==> src/rtl/stws_pkg.sv <==
// Package for the sum-tree weighted sampler: beat structs, micro-op codes,
// sequencer status bits and the read-only microprogram. No dependencies.
package stws_pkg;

    localparam int STEP_W = 5;

    localparam logic [STEP_W-1:0] ST_CLR    = 5'd0;
    localparam logic [STEP_W-1:0] ST_IDLE   = 5'd1;
    localparam logic [STEP_W-1:0] ST_U_RDW  = 5'd2;
    localparam logic [STEP_W-1:0] ST_U_LSUM = 5'd3;
    localparam logic [STEP_W-1:0] ST_U_ASC  = 5'd4;
    localparam logic [STEP_W-1:0] ST_U_RDT  = 5'd5;
    localparam logic [STEP_W-1:0] ST_U_TOT  = 5'd6;
    localparam logic [STEP_W-1:0] ST_EMIT   = 5'd7;
    localparam logic [STEP_W-1:0] ST_S_RDT  = 5'd8;
    localparam logic [STEP_W-1:0] ST_S_TOT  = 5'd9;
    localparam logic [STEP_W-1:0] ST_S_MLO  = 5'd10;
    localparam logic [STEP_W-1:0] ST_S_MHI  = 5'd11;
    localparam logic [STEP_W-1:0] ST_S_TADD = 5'd12;
    localparam logic [STEP_W-1:0] ST_S_DRD  = 5'd13;
    localparam logic [STEP_W-1:0] ST_S_DCMP = 5'd14;
    localparam logic [STEP_W-1:0] ST_S_LRD  = 5'd15;
    localparam logic [STEP_W-1:0] ST_S_LSEL = 5'd16;

    localparam logic       REQ_SAMPLE = 1'b1;
    localparam logic [1:0] SUB_MAX    = 2'd2;

    typedef struct packed {
        logic        req_type;
        logic [9:0]  leaf_index;
        logic [1:0]  sub_index;
        logic [23:0] new_weight;
        logic [31:0] random_fraction;
    } t_in_item;

    typedef struct packed {
        logic [9:0]  chosen_leaf;
        logic [1:0]  chosen_sub;
        logic [35:0] total_weight;
        logic        empty_flag;
    } t_out_item;

    typedef enum logic [3:0] {
        OP_NOP,
        OP_CLEAR,
        OP_ACCEPT,
        OP_WRD,
        OP_LSUM,
        OP_ASC,
        OP_RDROOT,
        OP_TOTAL,
        OP_EMIT,
        OP_MLO,
        OP_MHI,
        OP_TADD,
        OP_DRD,
        OP_DCMP,
        OP_LRD,
        OP_LSEL
    } t_uop;

    typedef enum logic [3:0] {
        C_NEXT,
        C_ALWAYS,
        C_CLR_MORE,
        C_SAMPLE,
        C_BAD_UPD,
        C_NOT_TOP,
        C_EMPTY,
        C_NOT_LEAF,
        C_LEAF_OOR
    } t_cond;

    typedef struct packed {
        t_uop              op;
        t_cond             cond;
        logic [STEP_W-1:0] tgt;
    } t_uword;

    typedef struct packed {
        logic hold;
        logic clr_more;
        logic sample;
        logic bad_upd;
        logic not_top;
        logic empty;
        logic not_leaf;
        logic leaf_oor;
    } t_stat;

    // The microprogram. A step jumps to tgt when its condition holds,
    // otherwise it falls through to the following step.
    function automatic t_uword ucode(input logic [STEP_W-1:0] step);
        t_uword w;
        case (step)
            ST_CLR:    w = '{op: OP_CLEAR,  cond: C_CLR_MORE, tgt: ST_CLR};
            ST_IDLE:   w = '{op: OP_ACCEPT, cond: C_SAMPLE,   tgt: ST_S_RDT};
            ST_U_RDW:  w = '{op: OP_WRD,    cond: C_BAD_UPD,  tgt: ST_U_RDT};
            ST_U_LSUM: w = '{op: OP_LSUM,   cond: C_NEXT,     tgt: ST_IDLE};
            ST_U_ASC:  w = '{op: OP_ASC,    cond: C_NOT_TOP,  tgt: ST_U_ASC};
            ST_U_RDT:  w = '{op: OP_RDROOT, cond: C_NEXT,     tgt: ST_IDLE};
            ST_U_TOT:  w = '{op: OP_TOTAL,  cond: C_NEXT,     tgt: ST_IDLE};
            ST_EMIT:   w = '{op: OP_EMIT,   cond: C_ALWAYS,   tgt: ST_IDLE};
            ST_S_RDT:  w = '{op: OP_RDROOT, cond: C_NEXT,     tgt: ST_IDLE};
            ST_S_TOT:  w = '{op: OP_TOTAL,  cond: C_EMPTY,    tgt: ST_EMIT};
            ST_S_MLO:  w = '{op: OP_MLO,    cond: C_NEXT,     tgt: ST_IDLE};
            ST_S_MHI:  w = '{op: OP_MHI,    cond: C_NEXT,     tgt: ST_IDLE};
            ST_S_TADD: w = '{op: OP_TADD,   cond: C_NEXT,     tgt: ST_IDLE};
            ST_S_DRD:  w = '{op: OP_DRD,    cond: C_NEXT,     tgt: ST_IDLE};
            ST_S_DCMP: w = '{op: OP_DCMP,   cond: C_NOT_LEAF, tgt: ST_S_DRD};
            ST_S_LRD:  w = '{op: OP_LRD,    cond: C_LEAF_OOR, tgt: ST_EMIT};
            ST_S_LSEL: w = '{op: OP_LSEL,   cond: C_ALWAYS,   tgt: ST_EMIT};
            default:   w = '{op: OP_NOP,    cond: C_ALWAYS,   tgt: ST_IDLE};
        endcase
        return w;
    endfunction

endpackage

==> src/rtl/stws_useq.sv <==
// Microcode sequencer: step counter, program table and jump logic.
// Depends on stws_pkg.
module stws_useq (
    input  logic            i_clk,
    input  logic            i_rst_n,
    input  stws_pkg::t_stat i_stat,
    output stws_pkg::t_uword o_uword
);
    import stws_pkg::*;

    logic [STEP_W-1:0] r_step;
    logic [STEP_W-1:0] n_step;
    t_uword            uword;
    logic              hit;

    assign uword = ucode(r_step);

    always_comb begin
        case (uword.cond)
            C_NEXT:     hit = 1'b0;
            C_ALWAYS:   hit = 1'b1;
            C_CLR_MORE: hit = i_stat.clr_more;
            C_SAMPLE:   hit = i_stat.sample;
            C_BAD_UPD:  hit = i_stat.bad_upd;
            C_NOT_TOP:  hit = i_stat.not_top;
            C_EMPTY:    hit = i_stat.empty;
            C_NOT_LEAF: hit = i_stat.not_leaf;
            C_LEAF_OOR: hit = i_stat.leaf_oor;
            default:    hit = 1'b1;
        endcase
        if (i_stat.hold) begin
            n_step = r_step;
        end else if (hit) begin
            n_step = uword.tgt;
        end else begin
            n_step = r_step + 1'b1;
        end
    end

    always_ff @(posedge i_clk) begin
        if (!i_rst_n) begin
            r_step <= ST_CLR;
        end else begin
            r_step <= n_step;
        end
    end

    assign o_uword = uword;
endmodule

==> config.mk <==
export PLATFORM = sky130hd
export DESIGN_NAME = stws_useq
export DESIGN_NICKNAME = d
export VERILOG_FILES = /design/src/rtl/stws_pkg.sv /design/src/rtl/stws_useq.sv
export SDC_FILE = /design/constraint.sdc
export NUM_CORES = 1
export LEC_CHECK = 0
export BUFFER_PORTS_ARGS = -buffer_cell sky130_fd_sc_hd__buf_4
export CAP_MARGIN = 0
export CORE_MARGIN = 1.5
export CORE_UTILIZATION = 48
export DETAILED_ROUTE_END_ITERATION = 12
export PLACE_DENSITY = 0.76
export SYNTH_ARGS = -nofsm -noshare
export SYNTH_HDL_FRONTEND = slang
export SYNTH_SLANG_ARGS = --single-unit
==> constraint.sdc <==
create_clock -name i_clk -period 2.8 [get_ports i_clk]
set_input_delay 0.7 -clock i_clk [delete_from_list [all_inputs] [get_ports i_clk]]
set_output_delay 0.7 -clock i_clk [all_outputs]
set_load 0.1 [all_outputs]
=== After elaboration in Yosys (flattened, before gate mapping) ===
Memory sizes are Yosys's and may differ from the RTL's. A register that Yosys moved wholly into a read port is not among the register bits.
Cells that the tools add are included.

* $add $sub $neg: 1
* Reductions and logical operators: 1
* Equal/unequal tests: 7
* Muxes and demuxes: 4

{| class="wikitable"
|+ Operators by type and width
! kind !! count
|-
| 4-bit by 3-bit == test with 1-bit output (second input constant) || 4
|-
| 5-bit two-way mux || 3
|-
| 4-bit by 2-bit == test with 1-bit output (second input constant) || 2
|-
| 1-bit case mux with 8 select lines || 1
|-
| 5-bit by 1-bit adder with 5-bit output (second input constant) || 1
|-
| 4-bit == test (second input constant) || 1
|-
| 4-bit logical NOT || 1
|}

* Word-level logic and storage cells: 15
* Memories: 1
* Register bits: 5
* Memory bits (read-only): 384

{| class="wikitable"
|+ Memory list
! name !! depth !! bits a word !! rd ports !! clocked after memory_dff !! write ports !! line !! text
|-
| (name not given) || 32 || 12 || 1 || 1 || 0 || stws_pkg.sv:95 || <nowiki>case (step)</nowiki>
|}

=== Longest topological paths before layout ===
* Depth after elaboration: 5
* Mapped depth: 10

=== Least setup slack after synthesis ===
Ideal clock, no wire load.

* Path type: reg2reg
* Start: register o_uword[6] (netlist name)
* End: register o_uword[5] (netlist name)
* Stages on the path, launching flop included: 10
* Data required time: 2,673 ps
* Arrival time: 3,283 ps
* Library setup time: 127 ps
* Setup slack: -610 ps
* Period minus slack after synthesis: 3,410 ps
* Cell sequence: dfxtp_1 mux2i_1 a211oi_2 a21oi_4 nor3b_1 o31ai_1 inv_1 ha_1 and3_1 or3_1

* Longest elaborated chain between the ends: 5

{| class="wikitable"
|+ Ends and longest elaborated chain
! what !! line !! text
|-
| 4-bit == test (tied with other cells) || stws_useq.sv:19 || <nowiki>case (uword.cond)</nowiki>
|-
| 1-bit case mux with 8 select lines (*) || stws_useq.sv:19 ||
|-
| 5-bit two-way mux (*) || stws_useq.sv:33 || <nowiki>end else if (hit) begin</nowiki>
|-
| 5-bit two-way mux (no source line) (*) (2 in a row) || n/a ||
|}

Every way passes the cells marked *; elsewhere a longest branch is shown, timed or not.
A chain may end at the register's enable or synchronous reset.

=== Worst setup path after layout ===
* Start: input i_stat[2] in the netlist's numbering
* End: register o_uword[5] (netlist name)

* Longest elaborated chain between the ends: 4

{| class="wikitable"
|+ Ends and longest elaborated chain
! what !! line !! text
|-
| from (decl) || stws_useq.sv:6 || <nowiki>input stws_pkg::t_stat i_stat,</nowiki>
|-
| 1-bit case mux with 8 select lines || stws_useq.sv:19 ||
|-
| 5-bit two-way mux || stws_useq.sv:33 ||
|-
| 5-bit two-way mux (no source line) (2 in a row) || n/a ||
|}

No other way between the ends.

==> qor.txt <==
status -> finished clean
Fmax -> 0.385 GHz
Cell Area, Placed -> 1390 um2
CTS tree -> yes
crit path max fanout -> 6
initial core utilization -> 0.512
Period minus WS final -> 2.60 ns
Num CTS Buffers -> 3
fin. max-slew vios -> 0
Clock Power Share -> 0.071
clock tree buffer depth -> 2
gp weighted congestion -> 0.875
#FFs+latches synth -> 17
post-CTS sizing -> 0
Synth cell types -> 45
via count of the first global-routing pass -> 1006
HPWL Detailed -> 2070 um
Die Ht -> 51.8 um
Setup CP Type -> primary input to flop
Reg area -> 353 um2
FFs w/ async S/R, synth -> 0
final non-filler cell area -> 1410 um2
Power Dens Cells -> 1280 nW/um2
Lkg Pwr -> 0.665 nW
max capacitance violation total -> 0
Worst EP arrival -> 2.77 ns
area occupied by multi-input gates -> 694 um2
Final Non-Filler Cells -> 184
count of buffers from port buffering -> 21
worst vdd ir -> 752 uV
Ports -> 23
Mapped Area -> 1140 um2
DIE WIDTH -> 51.8 um
DRC viols -> 0
root buf cell -> clkbuf_4
top_reg_cell synth -> dfxtp_1
switch share -> 0.541
CP Launch Type -> primary input
EDFF count, synth -> 0
share of cells above drive strength 1 -> 0.365
Routed Wire Length -> 2610 um
Layout Utilization -> 0.633
# rows -> 17
yosys warns -> 0
Post-CTS Setup Bufs -> 0
GRT Total Usage -> 0.216
GR Overflow Total -> 0
post-DR vias/cell -> 5.65
Mapped Cells -> 125
setup TNS -> 0 ns
DR iter-0 viols -> 26
final setup vio count -> 0
Crit. End Element -> flop
Placed Cells -> 180
core area -> 2230 um2
syn_area_per_cell -> 9.15 um2
antenna violations before repair -> 0
clk_skew -> 0.00438 ns
fin crit share -> 0.927
endpoints failing hold -> 0
syn_nets -> 143
CP required -> 2.97 ns
Clock Pin Slew Worst Setup and Hold Paths -> 0.10 ns
Antenna Diode Count -> 0
worst hold slack -> 0.704 ns
Sink Count -> 17
RSZ-0062 raised after global routing -> no
H-tree level count -> 1
sequential power share -> 0.216
Psw -> 0.000982 W
area grow syn2layout -> 23.6%
routed len/inst -> 14.2 um
pin count of the biggest net entering global routing -> 15
post-route ant nets -> 0
NumNets Final -> 175
fillcell total -> 189
Cell Int Power -> 0.000832 W
Worst Hold Class -> primary input to flop
first-pass GRT wire length -> 4350 um
Die ar. -> 2680 um2
CTS Hold Bufs -> 0
register area share after synthesis -> 0.298
TritonRoute pass-1 iters -> 4
insertion delay to the later sink of the worst-skew pair -> 0.28 ns
Comb pwr share -> 0.713
vias -> 1039
worst paths after layout:
check	from	end	slack (ns)	cells past startpoint
max	i_stat[2]	o_uword[5]	0.20	10
min	i_rst_n	r_step[0]	0.70	3
max reg2reg	o_uword[8]	o_uword[5]	0.25	9
min reg2reg	r_step[1]	r_step[1]	0.75	2
layout make-up:
cell class,instances,area share
Sequential cell,17,0.250
Tap cell,28,0.0248
Clock buffer,3,0.0159
Inverter,9,0.0345
Clock inverter,1,0.00354
Multi-Input combinational cell,92,0.491
Timing Repair Buffer,34,0.181
cells in the final DEF (no fill, tap or decap), drive strengths merged, types with 2 or more instances in the layout:
cell type,n
clkinv,2
o21ai,3
buf,34
nand2,7
a21oi,2
mux2i,5
ha,8
nor2,10
nand3,8
clkbuf,3
nor3b,4
a211o,2
nand4,6
a22oi,2
or3,3
and3,3
dfxtp,17
a211oi,5
o211ai,2
a31oi,4
nor2b,3
inv,7
kinds of logic (layout without fill, tap and decap cells):
| kind of cell | count (synthesis) | in the layout | share of synthesized area |
|---|---|---|---|
| compound gates | 28 | 28 | 0.223 |
| simple gates | 48 | 48 | 0.230 |
| fa+ha+maj | 8 | 8 | 0.0875 |
| mux | 5 | 5 | 0.0438 |
| other cells | 1 | 1 | 0.00328 |
| buf+inv | 16 | 47 | 0.0996 |
| xor+xnor | 2 | 2 | 0.0153 |
| flops | 17 | 17 | 0.298 |
synthesized netlist by cell type, types with 2 or more instances:
| cell type | n | area [um2] |
|---|---|---|
| or3_1 | 3 | 18.8 |
| nor2b_1 | 3 | 18.8 |
| mux2i_1 | 5 | 50.1 |
| nand4_1 | 6 | 37.5 |
| nor2_1 | 10 | 37.5 |
| a211oi_1 | 2 | 15.0 |
| o21ai_0 | 2 | 10.0 |
| ha_1 | 8 | 100 |
| inv_1 | 6 | 22.5 |
| a22oi_1 | 2 | 15.0 |
| nand3_1 | 8 | 40.0 |
| a211oi_2 | 3 | 37.5 |
| a211o_1 | 2 | 17.5 |
| a31oi_1 | 4 | 25.0 |
| buf_2 | 2 | 10.0 |
| and3_1 | 3 | 18.8 |
| nor3b_1 | 3 | 22.5 |
| dfxtp_1 | 17 | 340 |
| o211ai_1 | 2 | 15.0 |
| buf_6 | 3 | 33.8 |
| nand2_1 | 7 | 26.3 |
metal layers:
layer / wire length, um / GRT usage
met5: 0 / 0
met4: 20 / 0.0921
met3: 145 / 0.0316
met2: 1390 / 0.397
met1: 1050 / 0.246
metrics by stage:
stage               worst slack [ns]  total power (W)
floorplan                     0.0154          0.00137
global placement              0.0494          0.00166
detailed placement            -0.107          0.00169
CTS                            0.184          0.00182
global route                  0.0713          0.00192
finish                         0.205          0.00181
power by group through the flow:
stage / Sequential [W] / Combinational, W / Clock, W
after floorplan: 0.000799 / 0.000572 / 0
after global placement: 0.000393 / 0.00127 / 0
after detailed placement: 0.000398 / 0.00129 / 0
after CTS: 0.000392 / 0.00129 / 0.000131
after global routing: 0.000400 / 0.00138 / 0.000141
final: 0.000392 / 0.00129 / 0.000129
critical path, stage by stage:
cell and delay, ns:
buf_4 0.11, mux2i_1 0.21, a2bb2oi_2 0.13, a21oi_4 0.22, nor3b_1 0.08, o31ai_2 0.41, inv_1 0.14, ha_1 0.26
and3_1 0.17, or3_1 0.33
registers in the layout, summed over array words and instances (netlist names):
| name | flops |
|---|---|
| o_uword | 12 |
| r_step | 5 |
Note: power is estimated with default switching activity, not from simulation.
